$ cat src/sv/adll_pkg.sv
`timescale 1ns / 1ps

package adll_pkg;

	// Field widths of the stream payloads
	localparam int OPCODE_W = 3;
	localparam int FIELD_W  = 6;
	localparam int VALUE_W  = 32;
	localparam int STATUS_W = 3;

	localparam int S_TDATA_W = 48;
	localparam int M_TDATA_W = 24;

	typedef logic [OPCODE_W-1:0] opcode_t;
	typedef logic [STATUS_W-1:0] status_t;

	localparam opcode_t OP_PUSH_BACK     = 3'd0;
	localparam opcode_t OP_PUSH_FRONT    = 3'd1;
	localparam opcode_t OP_POP_BACK      = 3'd2;
	localparam opcode_t OP_POP_FRONT     = 3'd3;
	localparam opcode_t OP_INSERT_AFTER  = 3'd4;
	localparam opcode_t OP_INSERT_BEFORE = 3'd5;
	localparam opcode_t OP_ERASE         = 3'd6;

	localparam status_t ST_OK         = 3'd0;
	localparam status_t ST_BAD_INSERT = 3'd1;
	localparam status_t ST_FULL       = 3'd2;
	localparam status_t ST_EMPTY      = 3'd3;
	localparam status_t ST_BAD_ERASE  = 3'd4;
	localparam status_t ST_ERASE_END  = 3'd5;

	// Controller to datapath
	typedef struct packed {
		logic load;   // capture beat, issue link reads
		logic exec;   // decide, first write set, load result
		logic finish; // second write set
	} adll_cmd_t;

	// Datapath to controller
	typedef struct packed {
		logic out_room; // result register free or draining this cycle
	} adll_sts_t;

endpackage

$ cat src/sv/array_doubly_linked_list_top.sv
`timescale 1ns / 1ps

// Doubly linked list kept in SLOTS fixed slots, slot 0 being the null link.
// Each input beat carries one opcode (push back/front, pop back/front,
// insert after/before a slot, erase a slot) and returns one result beat with
// a status, the slot allocated or freed (0 on error) and the head and tail
// after the operation. An item goes through the registered link reads, a
// step to decide and apply the first set of link writes, and a step for the
// second set, since the next and prev link memories each have a single
// write port and an operation touches up to two entries of each; the next
// item is accepted only once the second set is done. The result beat sits
// in an output register; while it is held, the following item is accepted
// and waits after its reads until the register frees. No clearing pass is
// run after reset: slots never touched are tracked by a high-water mark and
// read back as their reset links, so the block is ready at once.
module array_doubly_linked_list_top #(
	parameter int SLOTS      = 64,
	parameter int DATA_WIDTH = 32
) (
	input  logic                              clk,
	input  logic                              arst_n,
	// s_tdata: opcode [2:0], slot_index [8:3], value [40:9], zero [47:41]
	input  logic                              s_tvalid,
	output logic                              s_tready,
	input  logic [adll_pkg::S_TDATA_W-1:0]    s_tdata,
	// m_tdata: status [2:0], used_slot [8:3], head_slot [14:9],
	//          tail_slot [20:15], zero [23:21]
	output logic                              m_tvalid,
	input  logic                              m_tready,
	output logic [adll_pkg::M_TDATA_W-1:0]    m_tdata
);
	import adll_pkg::*;

	adll_cmd_t cmd;
	adll_sts_t sts;

	// Unpack the input beat
	opcode_t              opcode;
	logic [FIELD_W-1:0]   slot_index;
	logic [VALUE_W-1:0]   value;

	assign opcode     = s_tdata[2:0];
	assign slot_index = s_tdata[8:3];
	assign value      = s_tdata[40:9];

	status_t            status;
	logic [FIELD_W-1:0] used_slot, head_slot, tail_slot;

	// Sequence each item: accept, execute, finish
	adll_ctrl u_ctrl (
		.clk      (clk),
		.arst_n   (arst_n),
		.s_tvalid (s_tvalid),
		.s_tready (s_tready),
		.sts      (sts),
		.cmd      (cmd)
	);

	// Link memories, list pointers and the result register
	adll_datapath #(
		.SLOTS      (SLOTS),
		.DATA_WIDTH (DATA_WIDTH)
	) u_datapath (
		.clk        (clk),
		.arst_n     (arst_n),
		.cmd        (cmd),
		.sts        (sts),
		.opcode     (opcode),
		.slot_index (slot_index),
		.value      (value),
		.out_valid  (m_tvalid),
		.out_ready  (m_tready),
		.out_status (status),
		.out_used   (used_slot),
		.out_head   (head_slot),
		.out_tail   (tail_slot)
	);

	// Pack the result beat, pad to whole bytes
	assign m_tdata = {3'b000, tail_slot, head_slot, used_slot, status};

endmodule

$ cat src/sv/adll_ctrl.sv
`timescale 1ns / 1ps

module adll_ctrl (
	input  logic               clk,
	input  logic               arst_n,
	input  logic               s_tvalid,
	output logic               s_tready,
	input  adll_pkg::adll_sts_t sts,
	output adll_pkg::adll_cmd_t cmd
);
	import adll_pkg::*;

	typedef enum logic [2:0] {
		S_IDLE   = 3'b001,
		S_EXEC   = 3'b010,
		S_FINISH = 3'b100
	} state_t;

	state_t state_q;
	state_t state_d;

	assign s_tready = (state_q == S_IDLE);

	always_comb begin
		state_d = state_q;
		cmd = '0;
		unique case (state_q)
			S_IDLE: begin
				if (s_tvalid) begin
					cmd.load = 1'b1;
					state_d = S_EXEC;
				end
			end
			S_EXEC: begin
				// hold until the result register can take a new beat
				if (sts.out_room) begin
					cmd.exec = 1'b1;
					state_d = S_FINISH;
				end
			end
			S_FINISH: begin
				cmd.finish = 1'b1;
				state_d = S_IDLE;
			end
			default: state_d = S_IDLE;
		endcase
	end

	always_ff @(posedge clk or negedge arst_n) begin
		if (!arst_n) begin
			state_q <= S_IDLE;
		end else begin
			state_q <= state_d;
		end
	end

endmodule

$ cat src/sv/adll_datapath.sv
`timescale 1ns / 1ps

module adll_datapath #(
	parameter int SLOTS      = 64,
	parameter int DATA_WIDTH = 32
) (
	input  logic                            clk,
	input  logic                            arst_n,
	input  adll_pkg::adll_cmd_t             cmd,
	output adll_pkg::adll_sts_t             sts,
	input  adll_pkg::opcode_t               opcode,
	input  logic [adll_pkg::FIELD_W-1:0]    slot_index,
	input  logic [adll_pkg::VALUE_W-1:0]    value,
	output logic                            out_valid,
	input  logic                            out_ready,
	output adll_pkg::status_t               out_status,
	output logic [adll_pkg::FIELD_W-1:0]    out_used,
	output logic [adll_pkg::FIELD_W-1:0]    out_head,
	output logic [adll_pkg::FIELD_W-1:0]    out_tail
);
	import adll_pkg::*;

	localparam int AW = $clog2(SLOTS);
	localparam int CW = (AW + 1 > FIELD_W) ? AW + 1 : FIELD_W;
	localparam logic [AW:0]   SLOTS_A = (AW + 1)'(SLOTS);
	localparam logic [CW-1:0] SLOTS_C = CW'(SLOTS);

	typedef logic [AW-1:0] ptr_t;

	typedef struct packed {
		logic en;
		ptr_t addr;
		ptr_t data;
	} lwr_t;

	function automatic logic [FIELD_W-1:0] to_fld(input ptr_t p);
		logic [CW-1:0] e;
		e = CW'(p);
		return e[FIELD_W-1:0];
	endfunction

	// Slot memories
	ptr_t                  nxt_mem  [SLOTS];
	ptr_t                  prv_mem  [SLOTS];
	logic                  use_mem  [SLOTS];
	logic [DATA_WIDTH-1:0] elem_mem [SLOTS];

	// List registers; slots at or above fresh_q were never touched
	ptr_t    head_q, tail_q, free_q;
	logic [AW:0] fresh_q;

	opcode_t              op_q;
	logic [FIELD_W-1:0]   idx_q;
	logic [VALUE_W-1:0]   val_q;

	ptr_t nxt_a_q, nxt_f_q, prv_q;
	logic use_q;

	lwr_t n2_q, p2_q;

	logic    out_valid_q;
	status_t out_status_q;
	logic [FIELD_W-1:0] out_used_q, out_head_q, out_tail_q;

	// Read addresses at the accepting edge
	logic [CW-1:0] in_idx_c;
	ptr_t in_addr, rd_a_addr, rd_p_addr;

	assign in_idx_c  = CW'(slot_index);
	assign in_addr   = in_idx_c[AW-1:0];
	assign rd_a_addr = (opcode == OP_POP_FRONT) ? head_q : in_addr;
	assign rd_p_addr = (opcode == OP_POP_BACK)  ? tail_q : in_addr;

	// Decision
	logic [CW-1:0] idx_c;
	ptr_t          idx_a;
	logic [AW:0]   free_inc;
	logic          free_fresh;
	ptr_t          nf;
	logic          idx_ok;

	status_t st;
	ptr_t    used, head_d, tail_d, free_d;
	logic [AW:0] fresh_d;
	logic    take;
	lwr_t    n1, n2, p1, p2;
	logic    use_we, use_wd;
	ptr_t    use_wa;

	assign idx_c      = CW'(idx_q);
	assign idx_a      = idx_c[AW-1:0];
	assign free_inc   = {1'b0, free_q} + 1'b1;
	assign free_fresh = ({1'b0, free_q} >= fresh_q);
	assign nf         = free_fresh ? ((free_inc < SLOTS_A) ? free_inc[AW-1:0] : '0) : nxt_f_q;
	assign idx_ok     = (idx_c != '0) && (idx_c < SLOTS_C) && (idx_c < CW'(fresh_q)) && use_q;

	always_comb begin
		st      = ST_OK;
		used    = '0;
		head_d  = head_q;
		tail_d  = tail_q;
		free_d  = free_q;
		fresh_d = fresh_q;
		take    = 1'b0;
		n1      = '0;
		n2      = '0;
		p1      = '0;
		p2      = '0;
		use_we  = 1'b0;
		use_wa  = '0;
		use_wd  = 1'b0;
		case (op_q) inside
			OP_PUSH_BACK, OP_PUSH_FRONT: begin
				if (free_q == '0) begin
					st = ST_FULL;
				end else begin
					take = 1'b1;
					used = free_q;
					if (head_q == '0) begin
						n1 = '{1'b1, free_q, '0};
						p1 = '{1'b1, free_q, '0};
						head_d = free_q;
						tail_d = free_q;
					end else if (op_q == OP_PUSH_BACK) begin
						n1 = '{1'b1, free_q, '0};
						n2 = '{1'b1, tail_q, free_q};
						p1 = '{1'b1, free_q, tail_q};
						tail_d = free_q;
					end else begin
						n1 = '{1'b1, free_q, head_q};
						p1 = '{1'b1, free_q, '0};
						p2 = '{1'b1, head_q, free_q};
						head_d = free_q;
					end
				end
			end
			OP_POP_BACK, OP_POP_FRONT: begin
				if (head_q == '0 || tail_q == '0) begin
					st = ST_EMPTY;
				end else if (op_q == OP_POP_BACK) begin
					used   = tail_q;
					tail_d = prv_q;
					if (prv_q == '0) begin
						head_d = '0;
					end else begin
						n2 = '{1'b1, prv_q, '0};
					end
					n1 = '{1'b1, tail_q, free_q};
					p1 = '{1'b1, tail_q, '0};
					use_we = 1'b1;
					use_wa = tail_q;
					free_d = tail_q;
				end else begin
					used   = head_q;
					head_d = nxt_a_q;
					if (nxt_a_q == '0) begin
						tail_d = '0;
					end else begin
						p2 = '{1'b1, nxt_a_q, '0};
					end
					n1 = '{1'b1, head_q, free_q};
					p1 = '{1'b1, head_q, '0};
					use_we = 1'b1;
					use_wa = head_q;
					free_d = head_q;
				end
			end
			OP_INSERT_AFTER, OP_INSERT_BEFORE: begin
				if (!idx_ok || (op_q == OP_INSERT_AFTER && nxt_a_q == '0) ||
				    (op_q == OP_INSERT_BEFORE && prv_q == '0)) begin
					st = ST_BAD_INSERT;
				end else if (free_q == '0) begin
					st = ST_FULL;
				end else begin
					take = 1'b1;
					used = free_q;
					if (op_q == OP_INSERT_AFTER) begin
						n1 = '{1'b1, idx_a, free_q};
						n2 = '{1'b1, free_q, nxt_a_q};
						p1 = '{1'b1, nxt_a_q, free_q};
						p2 = '{1'b1, free_q, idx_a};
					end else begin
						p1 = '{1'b1, idx_a, free_q};
						p2 = '{1'b1, free_q, prv_q};
						n1 = '{1'b1, prv_q, free_q};
						n2 = '{1'b1, free_q, idx_a};
					end
				end
			end
			OP_ERASE: begin
				if (!idx_ok) begin
					st = ST_BAD_ERASE;
				end else if (prv_q == '0 || nxt_a_q == '0) begin
					st = ST_ERASE_END;
				end else begin
					used = idx_a;
					n1 = '{1'b1, prv_q, nxt_a_q};
					p1 = '{1'b1, nxt_a_q, prv_q};
					n2 = '{1'b1, idx_a, free_q};
					p2 = '{1'b1, idx_a, '0};
					use_we = 1'b1;
					use_wa = idx_a;
					free_d = idx_a;
				end
			end
			default: ;
		endcase
		if (take) begin
			free_d = nf;
			use_we = 1'b1;
			use_wa = free_q;
			use_wd = 1'b1;
			if (free_fresh) begin
				fresh_d = fresh_q + 1'b1;
			end
		end
	end

	// Link write ports: first set on exec, deferred set on finish
	lwr_t nxt_w, prv_w;

	always_comb begin
		nxt_w = '0;
		prv_w = '0;
		if (cmd.exec) begin
			nxt_w = n1;
			prv_w = p1;
		end else if (cmd.finish) begin
			nxt_w = n2_q;
			prv_w = p2_q;
		end
	end

	always_ff @(posedge clk) begin
		if (cmd.load) begin
			nxt_a_q <= nxt_mem[rd_a_addr];
			nxt_f_q <= nxt_mem[free_q];
			prv_q   <= prv_mem[rd_p_addr];
			use_q   <= use_mem[in_addr];
		end
		if (nxt_w.en) begin
			nxt_mem[nxt_w.addr] <= nxt_w.data;
		end
		if (prv_w.en) begin
			prv_mem[prv_w.addr] <= prv_w.data;
		end
		if (cmd.exec && use_we) begin
			use_mem[use_wa] <= use_wd;
		end
		if (cmd.exec && take) begin
			elem_mem[free_q] <= DATA_WIDTH'(val_q);
		end
	end

	always_ff @(posedge clk) begin
		if (cmd.load) begin
			op_q  <= opcode;
			idx_q <= slot_index;
			val_q <= value;
		end
		if (cmd.exec) begin
			out_status_q <= st;
			out_used_q   <= to_fld(used);
			out_head_q   <= to_fld(head_d);
			out_tail_q   <= to_fld(tail_d);
		end
	end

	always_ff @(posedge clk or negedge arst_n) begin
		if (!arst_n) begin
			head_q      <= '0;
			tail_q      <= '0;
			free_q      <= ptr_t'(1);
			fresh_q     <= (AW + 1)'(1);
			n2_q        <= '0;
			p2_q        <= '0;
			out_valid_q <= 1'b0;
		end else begin
			if (cmd.exec) begin
				head_q  <= head_d;
				tail_q  <= tail_d;
				free_q  <= free_d;
				fresh_q <= fresh_d;
				n2_q    <= n2;
				p2_q    <= p2;
			end
			if (cmd.exec) begin
				out_valid_q <= 1'b1;
			end else if (out_ready) begin
				out_valid_q <= 1'b0;
			end
		end
	end

	assign sts.out_room = !out_valid_q || out_ready;
	assign out_valid    = out_valid_q;
	assign out_status   = out_status_q;
	assign out_used     = out_used_q;
	assign out_head     = out_head_q;
	assign out_tail     = out_tail_q;

	a_ends_agree: assert property (@(posedge clk) disable iff (!arst_n)
		(head_q == '0) == (tail_q == '0))
		else $error("head and tail disagree on an empty list");

	a_free_not_listed: assert property (@(posedge clk) disable iff (!arst_n)
		(free_q != '0) |-> (free_q != head_q && free_q != tail_q))
		else $error("free slot is also an end of the list");

	a_fresh_bound: assert property (@(posedge clk) disable iff (!arst_n)
		fresh_q <= SLOTS_A)
		else $error("untouched slot mark beyond the slot count");

	a_exec_room: assert property (@(posedge clk) disable iff (!arst_n)
		cmd.exec |-> (!out_valid_q || out_ready))
		else $error("result overwritten while still held");

	a_valid_from_exec: assert property (@(posedge clk) disable iff (!arst_n)
		$rose(out_valid_q) |-> $past(cmd.exec))
		else $error("result raised without an executed item");

endmodule
$ cat config.mk
export PLATFORM = sky130hd
export DESIGN_NAME = array_doubly_linked_list_top
export DESIGN_NICKNAME = d
export VERILOG_FILES = /design/src/sv/adll_pkg.sv /design/src/sv/array_doubly_linked_list_top.sv /design/src/sv/adll_ctrl.sv /design/src/sv/adll_datapath.sv
export SDC_FILE = /design/constraint.sdc
export NUM_CORES = 2
export LEC_CHECK = 0
export BUFFER_PORTS_ARGS = -buffer_cell sky130_fd_sc_hd__buf_2
export CELL_PAD_IN_SITES_DETAIL_PLACEMENT = 1
export CELL_PAD_IN_SITES_GLOBAL_PLACEMENT = 1
export CORE_ASPECT_RATIO = 0.5
export CORE_MARGIN = 2
export CORE_UTILIZATION = 30
export DETAILED_ROUTE_END_ITERATION = 16
export PLACE_DENSITY_LB_ADDON = 0.1
export SLEW_MARGIN = 25
export SYNTH_ARGS = -nofsm -noshare
export SYNTH_HDL_FRONTEND = slang
export SYNTH_HIERARCHICAL = 1
export SYNTH_SLANG_ARGS = --single-unit
$ cat constraint.sdc
create_clock -name clk -period 15.8 [get_ports clk]
set_clock_uncertainty 0.15 [all_clocks]
set_input_delay 3.16 -clock clk [delete_from_list [all_inputs] [get_ports clk]]
set_output_delay 3.16 -clock clk [all_outputs]
set_load 0.05 [all_outputs]
# Yosys cells after proc, flatten, opt, wreduce, memory -nomap -nowiden
# Memory sizes are Yosys's and may differ from the RTL's. A register that Yosys moved wholly into a read port is not among the register bits.
# Cells that the tools add are included.
# word_totals
ramBits	832
output_inout_bits	26
n_memories	3
reg_bits	85
# op_classes
n_mux	143
addsub	2
reduce_logical	29
order_cmp	4
eq_ne	17
# mem_list
name	words	width	read_ports	rd_clocked_by_memory_dff	write_ports	line_no	text
u_datapath.nxt_mem	64	6	2	2	1	adll_datapath.sv:43	ptr_t nxt_mem [SLOTS];
u_datapath.prv_mem	64	6	1	1	1	adll_datapath.sv:44	ptr_t prv_mem [SLOTS];
u_datapath.use_mem	64	1	1	1	1	adll_datapath.sv:45	logic use_mem [SLOTS];
# op_table
op	count
13-bit 2-to-1 mux	52
6-bit 2-to-1 mux	48
12-bit 2-to-1 mux	4
6-bit zero test	5
1-bit 2-to-1 mux	27
3-bit 2-to-1 mux	9
3-bit by 2-bit == test with 1-bit output (second input constant)	5
3-bit == test (second input constant)	4
3-bit by 2-bit inequality test with 1-bit output (second input constant)	3
6-bit by 1-bit adder with 7-bit output (second input constant)	1
7-bit by 1-bit adder with 7-bit output (second input constant)	1
6-bit by 7-bit greater-or-equal comparator with 1-bit output	1
6-bit by 7-bit < comparator with 1-bit output	1
6-bit by 7-bit < comparator with 1-bit output (second input constant)	1
7-bit < comparator (second input constant)	1
7-bit AND reduction	1
7-bit nonzero test	1
3-bit by 1-bit == test with 1-bit output (second input constant)	2
1-bit logical AND	6
3-bit case mux with 2 select lines	1
3-bit nonzero test	2
2-bit OR reduction	3
1-bit logical OR	5
2-bit 2-to-1 mux	2
other kinds (7)	9

# Logic depth before layout (Yosys ltp)
# depth
ltp_word	15
mapped_depth	13

# Modules after synthesis
# The synthesis kept the hierarchy.
# modules_own_cells
module	cells_per_inst	instances	seq_area_each_um2	area_per_inst_um2
adll_datapath	3049	1	27759.1	42494.5
adll_ctrl	12	1	76.3	155.1
array_doubly_linked_list_top	4	1	0.0	26.3

# Worst setup path after synthesis
# Ideal clock, no wire load.
# synth_timing
path_type	input -> register
start	in m_tready
end	mem u_datapath/nxt_mem[0][0] in the netlist's numbering, data pin
arrival_time_ns	8.297
path_buffers	1
setup_time_ns	0.702
setup_slack_ns	6.652
required_ns	14.948
cell_stages	5
cell_sequence	nand2b_1 nor3b_1 inv_1 clkbuf_1 o21ai_0
# synth_lines
item	line_no	text
start, declared	array_doubly_linked_list_top.sv:29	input logic m_tready,
end, declared	adll_datapath.sv:43	

==> summary.txt <==
Outcome
  – Status: finished, final reports clean

Critical path
  – Crit path max-delay cell type: nor3_1
  – R2r setup slk: 10040 ps
  – Worst path cell trace: buf_2 -> nand2b_1 -> nor3b_2 -> buf_4 -> buf_4 -> o21ai_0 -> a311oi_1 -> a21o_1 -> nand4_1 -> nor3_1
  – Critical path required time: ~16000 ps
  – Crit path top cell by count: buf_4
  – CP arrival: 7580 ps
  – R2r worst-path depth: 9
  – Worst path max stage delay: 1060 ps
  – FF-to-FF End: u_datapath/prv_mem[39][2]
  – Reg2reg start: u_datapath/free_q[0]
  – CP endpoint kind: register
  – CP startpoint kind: input port
  – Crit Path Max Fanout: 61
  – WP buf/inv: 3
  – Cell family with most CP delay: simple AND/OR/NAND/NOR gates
  – Critical path class: input port to register

Placement
  – Post-DP HPWL: 91.5 mm
  – Placed insts: between 4000 and 5000
  – RePlAce Congestion: 0.866
  – IO Port Bufs: 35

Power
  – P_leak: 15.9 nW
  – Power, Total: 0.00719 W
  – VDD IR max: 0.0778 mV
  – PwrDens: approximately 150 nW/µm²

Timing
  – Sum Neg Setup Slack: 0 ps
  – Worst Max-Slew Pin Slew: 1060 ps
  – Final setup viols: 0
  – Min cycle time layout: between 7000 and 8000 ps
  – Worst hold margin: 366 ps
  – Final Hold Fails: 0
  – Final slew viol count: 0
  – Slew margin rel.: 28.7%
  – Max Clock Freq: 135 MHz
  – Final cycle utilization of the critical path: between 40% and 50%
  – RSZ-0062 raised after global routing: no

Clock network
  – Clk Latency, worst-skew pair: 700 ps
  – Root Buffer: clkbuf_16
  – CTS tree: done
  – Clock sink count: 936
  – Worst-path clk slew: 60 ps
  – CTS resizes: 0
  – Clk buf depth: 3
  – Hold Buf Count CTS: 0
  – Setup Fix Bufs, Post-CTS: 0
  – CTS H-tree lvls: 3
  – CTS Buf Count: between 90 and 100

Worst hold path
  – Hold Path End: u_datapath/fresh_q[6]
  – Hold_sp: u_datapath/fresh_q[4]
  – Worst min-delay path class: register to register
  – Worst hold path depth: 1

Route
  – Pre-antenna DRT Iters: 5
  – WL/cell: approximately 29 µm
  – Met3 routed WL: 5.03 mm
  – Max Used Layer: met4
  – Via Count: 27600
  – Detail Route Antenna Nets: 0
  – Vias/cell: 5.44
  – First DRT Iteration DRCs: 1970
  – Routed WL: 145 mm
  – Routed met2 length: 68.9 mm
  – Post-route DRC: 0
  – Post-Route M1 WL: between 60 and 70 mm

Synthesis
  – Yosys warning total: 6
  – Count leader, synth: edfxtp_1
  – Flops & latches, synth: 936
  – Top_reg_cell synth: edfxtp_1
  – Cells after synthesis: 3065
  – Share of the synthesized area in the top cell type: roughly 62%
  – EDFF count, synth: 881
  – Synth async-reset ratio: ~5.9%
  – Synth area leaders: edfxtp_1 62%, mux4_2 10%, nand2_1 4.8%
  – Synth area leader: edfxtp_1
  – Most common library cells after synthesis: 881 x edfxtp_1, 548 x nand2_1, 195 x mux4_2
  – Cell variety after synth: 76
  – Syn Std Cell Area: 42700 µm²
  – Mean Syn Cell Area: 13.9 µm²
  – Sequential-to-total area share from yosys stat: 65.2%

Die
  – Core Footprint: 141000 µm²
  – DIE WIDTH: 537 µm
  – Top Ports: 78
  – Initial core utilization: between 30% and 40%
  – Die Y: 271 µm
  – # rows: a little under 100
  – Die area: about 150000 µm²

Global routing
  – Largest net degree at the start of global routing: ~140
  – First-pass GRT wire length: 212 mm
  – Total gr overflow: 0
  – Vias in the first global route: about 29000
  – Initial antenna violation count: 1
  – Gr usage total: 19.9%

Layout
  – Final net count: 3176
  – Layout Cells excl Fill: 5070
  – Proportion of layout cells with a drive suffix above 1: roughly a fifth
  – Area Growth Syn to Fin: 14.0%

Flow run
  – Max cap viols: 0
==> registers in the layout, summed over array words and instances, names as in the netlist, 6 cells and up <==
name                 flops
u_datapath/out_tail      6
u_datapath/tail_q        6
u_datapath/free_q        6
u_datapath/out_used      6
u_datapath/nxt_a_q       6
u_datapath/idx_a         6
u_datapath/p2_q         13
u_datapath/prv_q         6
u_datapath/use_mem      64
u_datapath/nxt_mem     384
u_datapath/out_head      6
u_datapath/nxt_f_q       6
u_datapath/head_q        6
u_datapath/fresh_q       7
u_datapath/n2_q         13
u_datapath/prv_mem     384
==> routing by layer <==
| layer | up-vias | global-route usage [%] |
|---|---|---|
| li1 | 12100 | - |
| met3 | 175 | 2.49 |
| met2 | 559 | 32.4 |
| met1 | 14700 | 28.4 |
| met4 | 0 | 4.25 |
| met5 | - | 0 |
==> stage by stage <==
step	cell area (µm²)	utilization [%]	setup slack (ps)
CTS	48600	34.6	8250
global placement	45600	32.5	7620
global route	48700	34.6	8050
floorplan	42700	-	6650
detailed placement	45600	32.5	7500
finish	48700	34.6	8400
==> area by class of cell <==
type	count	area, µm²
Antenna cell	1	2.50
Tap cell	1881	2350
Timing Repair Buffer	166	1180
Clock buffer	114	2420
Sequential cell	936	27800
Fill cell	14600	91900
Clock inverter	59	524
Inverter	21	78.8
Multi-Input combinational cell	1892	14300
==> worst max-delay path by stage <==
stage,startpoint,to,cells past startpoint
after global placement,m_tready,u_datapath/prv_mem[2][0],10
after global routing,m_tready,u_datapath/prv_mem[50][2],10
after floorplan,m_tready,u_datapath/nxt_mem[0][0],5
final,m_tready,u_datapath/prv_mem[50][2],10
after detailed placement,m_tready,u_datapath/prv_mem[2][0],10
after CTS,m_tready,u_datapath/prv_mem[2][0],10
==> cells in the final DEF (no fill, tap or decap), types with 11 or more instances in the layout <==
cell,count
edfxtp_1,881
nand2_1,548
mux4_2,195
nor2_1,189
nand3_1,167
buf_4,130
nand4_1,95
clkbuf_16,93
mux2i_1,71
a31oi_1,68
nor4_1,60
a21oi_1,58
a32oi_1,57
dfrtp_1,49
buf_2,34
o21ai_0,33
a22oi_1,31
nor3_1,28
mux2_2,28
clkinv_2,21
clkinv_1,20
clkbuf_1,20
inv_1,19
and3_1,16
a221oi_1,15
a21o_1,14
ha_1,14
and2_1,12
and4_1,12
o211ai_1,11
==> cell families (layout without fill, tap and decap cells) <==
logic type,after synthesis,in the layout,synth area share (%)
AOI/OAI and AO/OA,371,371,6.15
xor gates and xnor gates,7,7,0.144
adders and majority gates,14,14,0.410
buffers and inverters,239,360,2.36
DFF,936,936,65.2
muxes,300,300,12.9
other,1,4,0.00879
and+or+nand+nor,1197,1197,12.9
==> power breakdown <==
| group | switching, W | leakage (nW) | internal, W |
|---|---|---|---|
| combinational | 0.00120 | 5.42 | 0.000660 |
| sequential | 0.000187 | 9.00 | 0.00291 |
| clock | 0.00102 | 1.45 | 0.00121 |
Note: power is estimated with default switching activity, not from simulation.
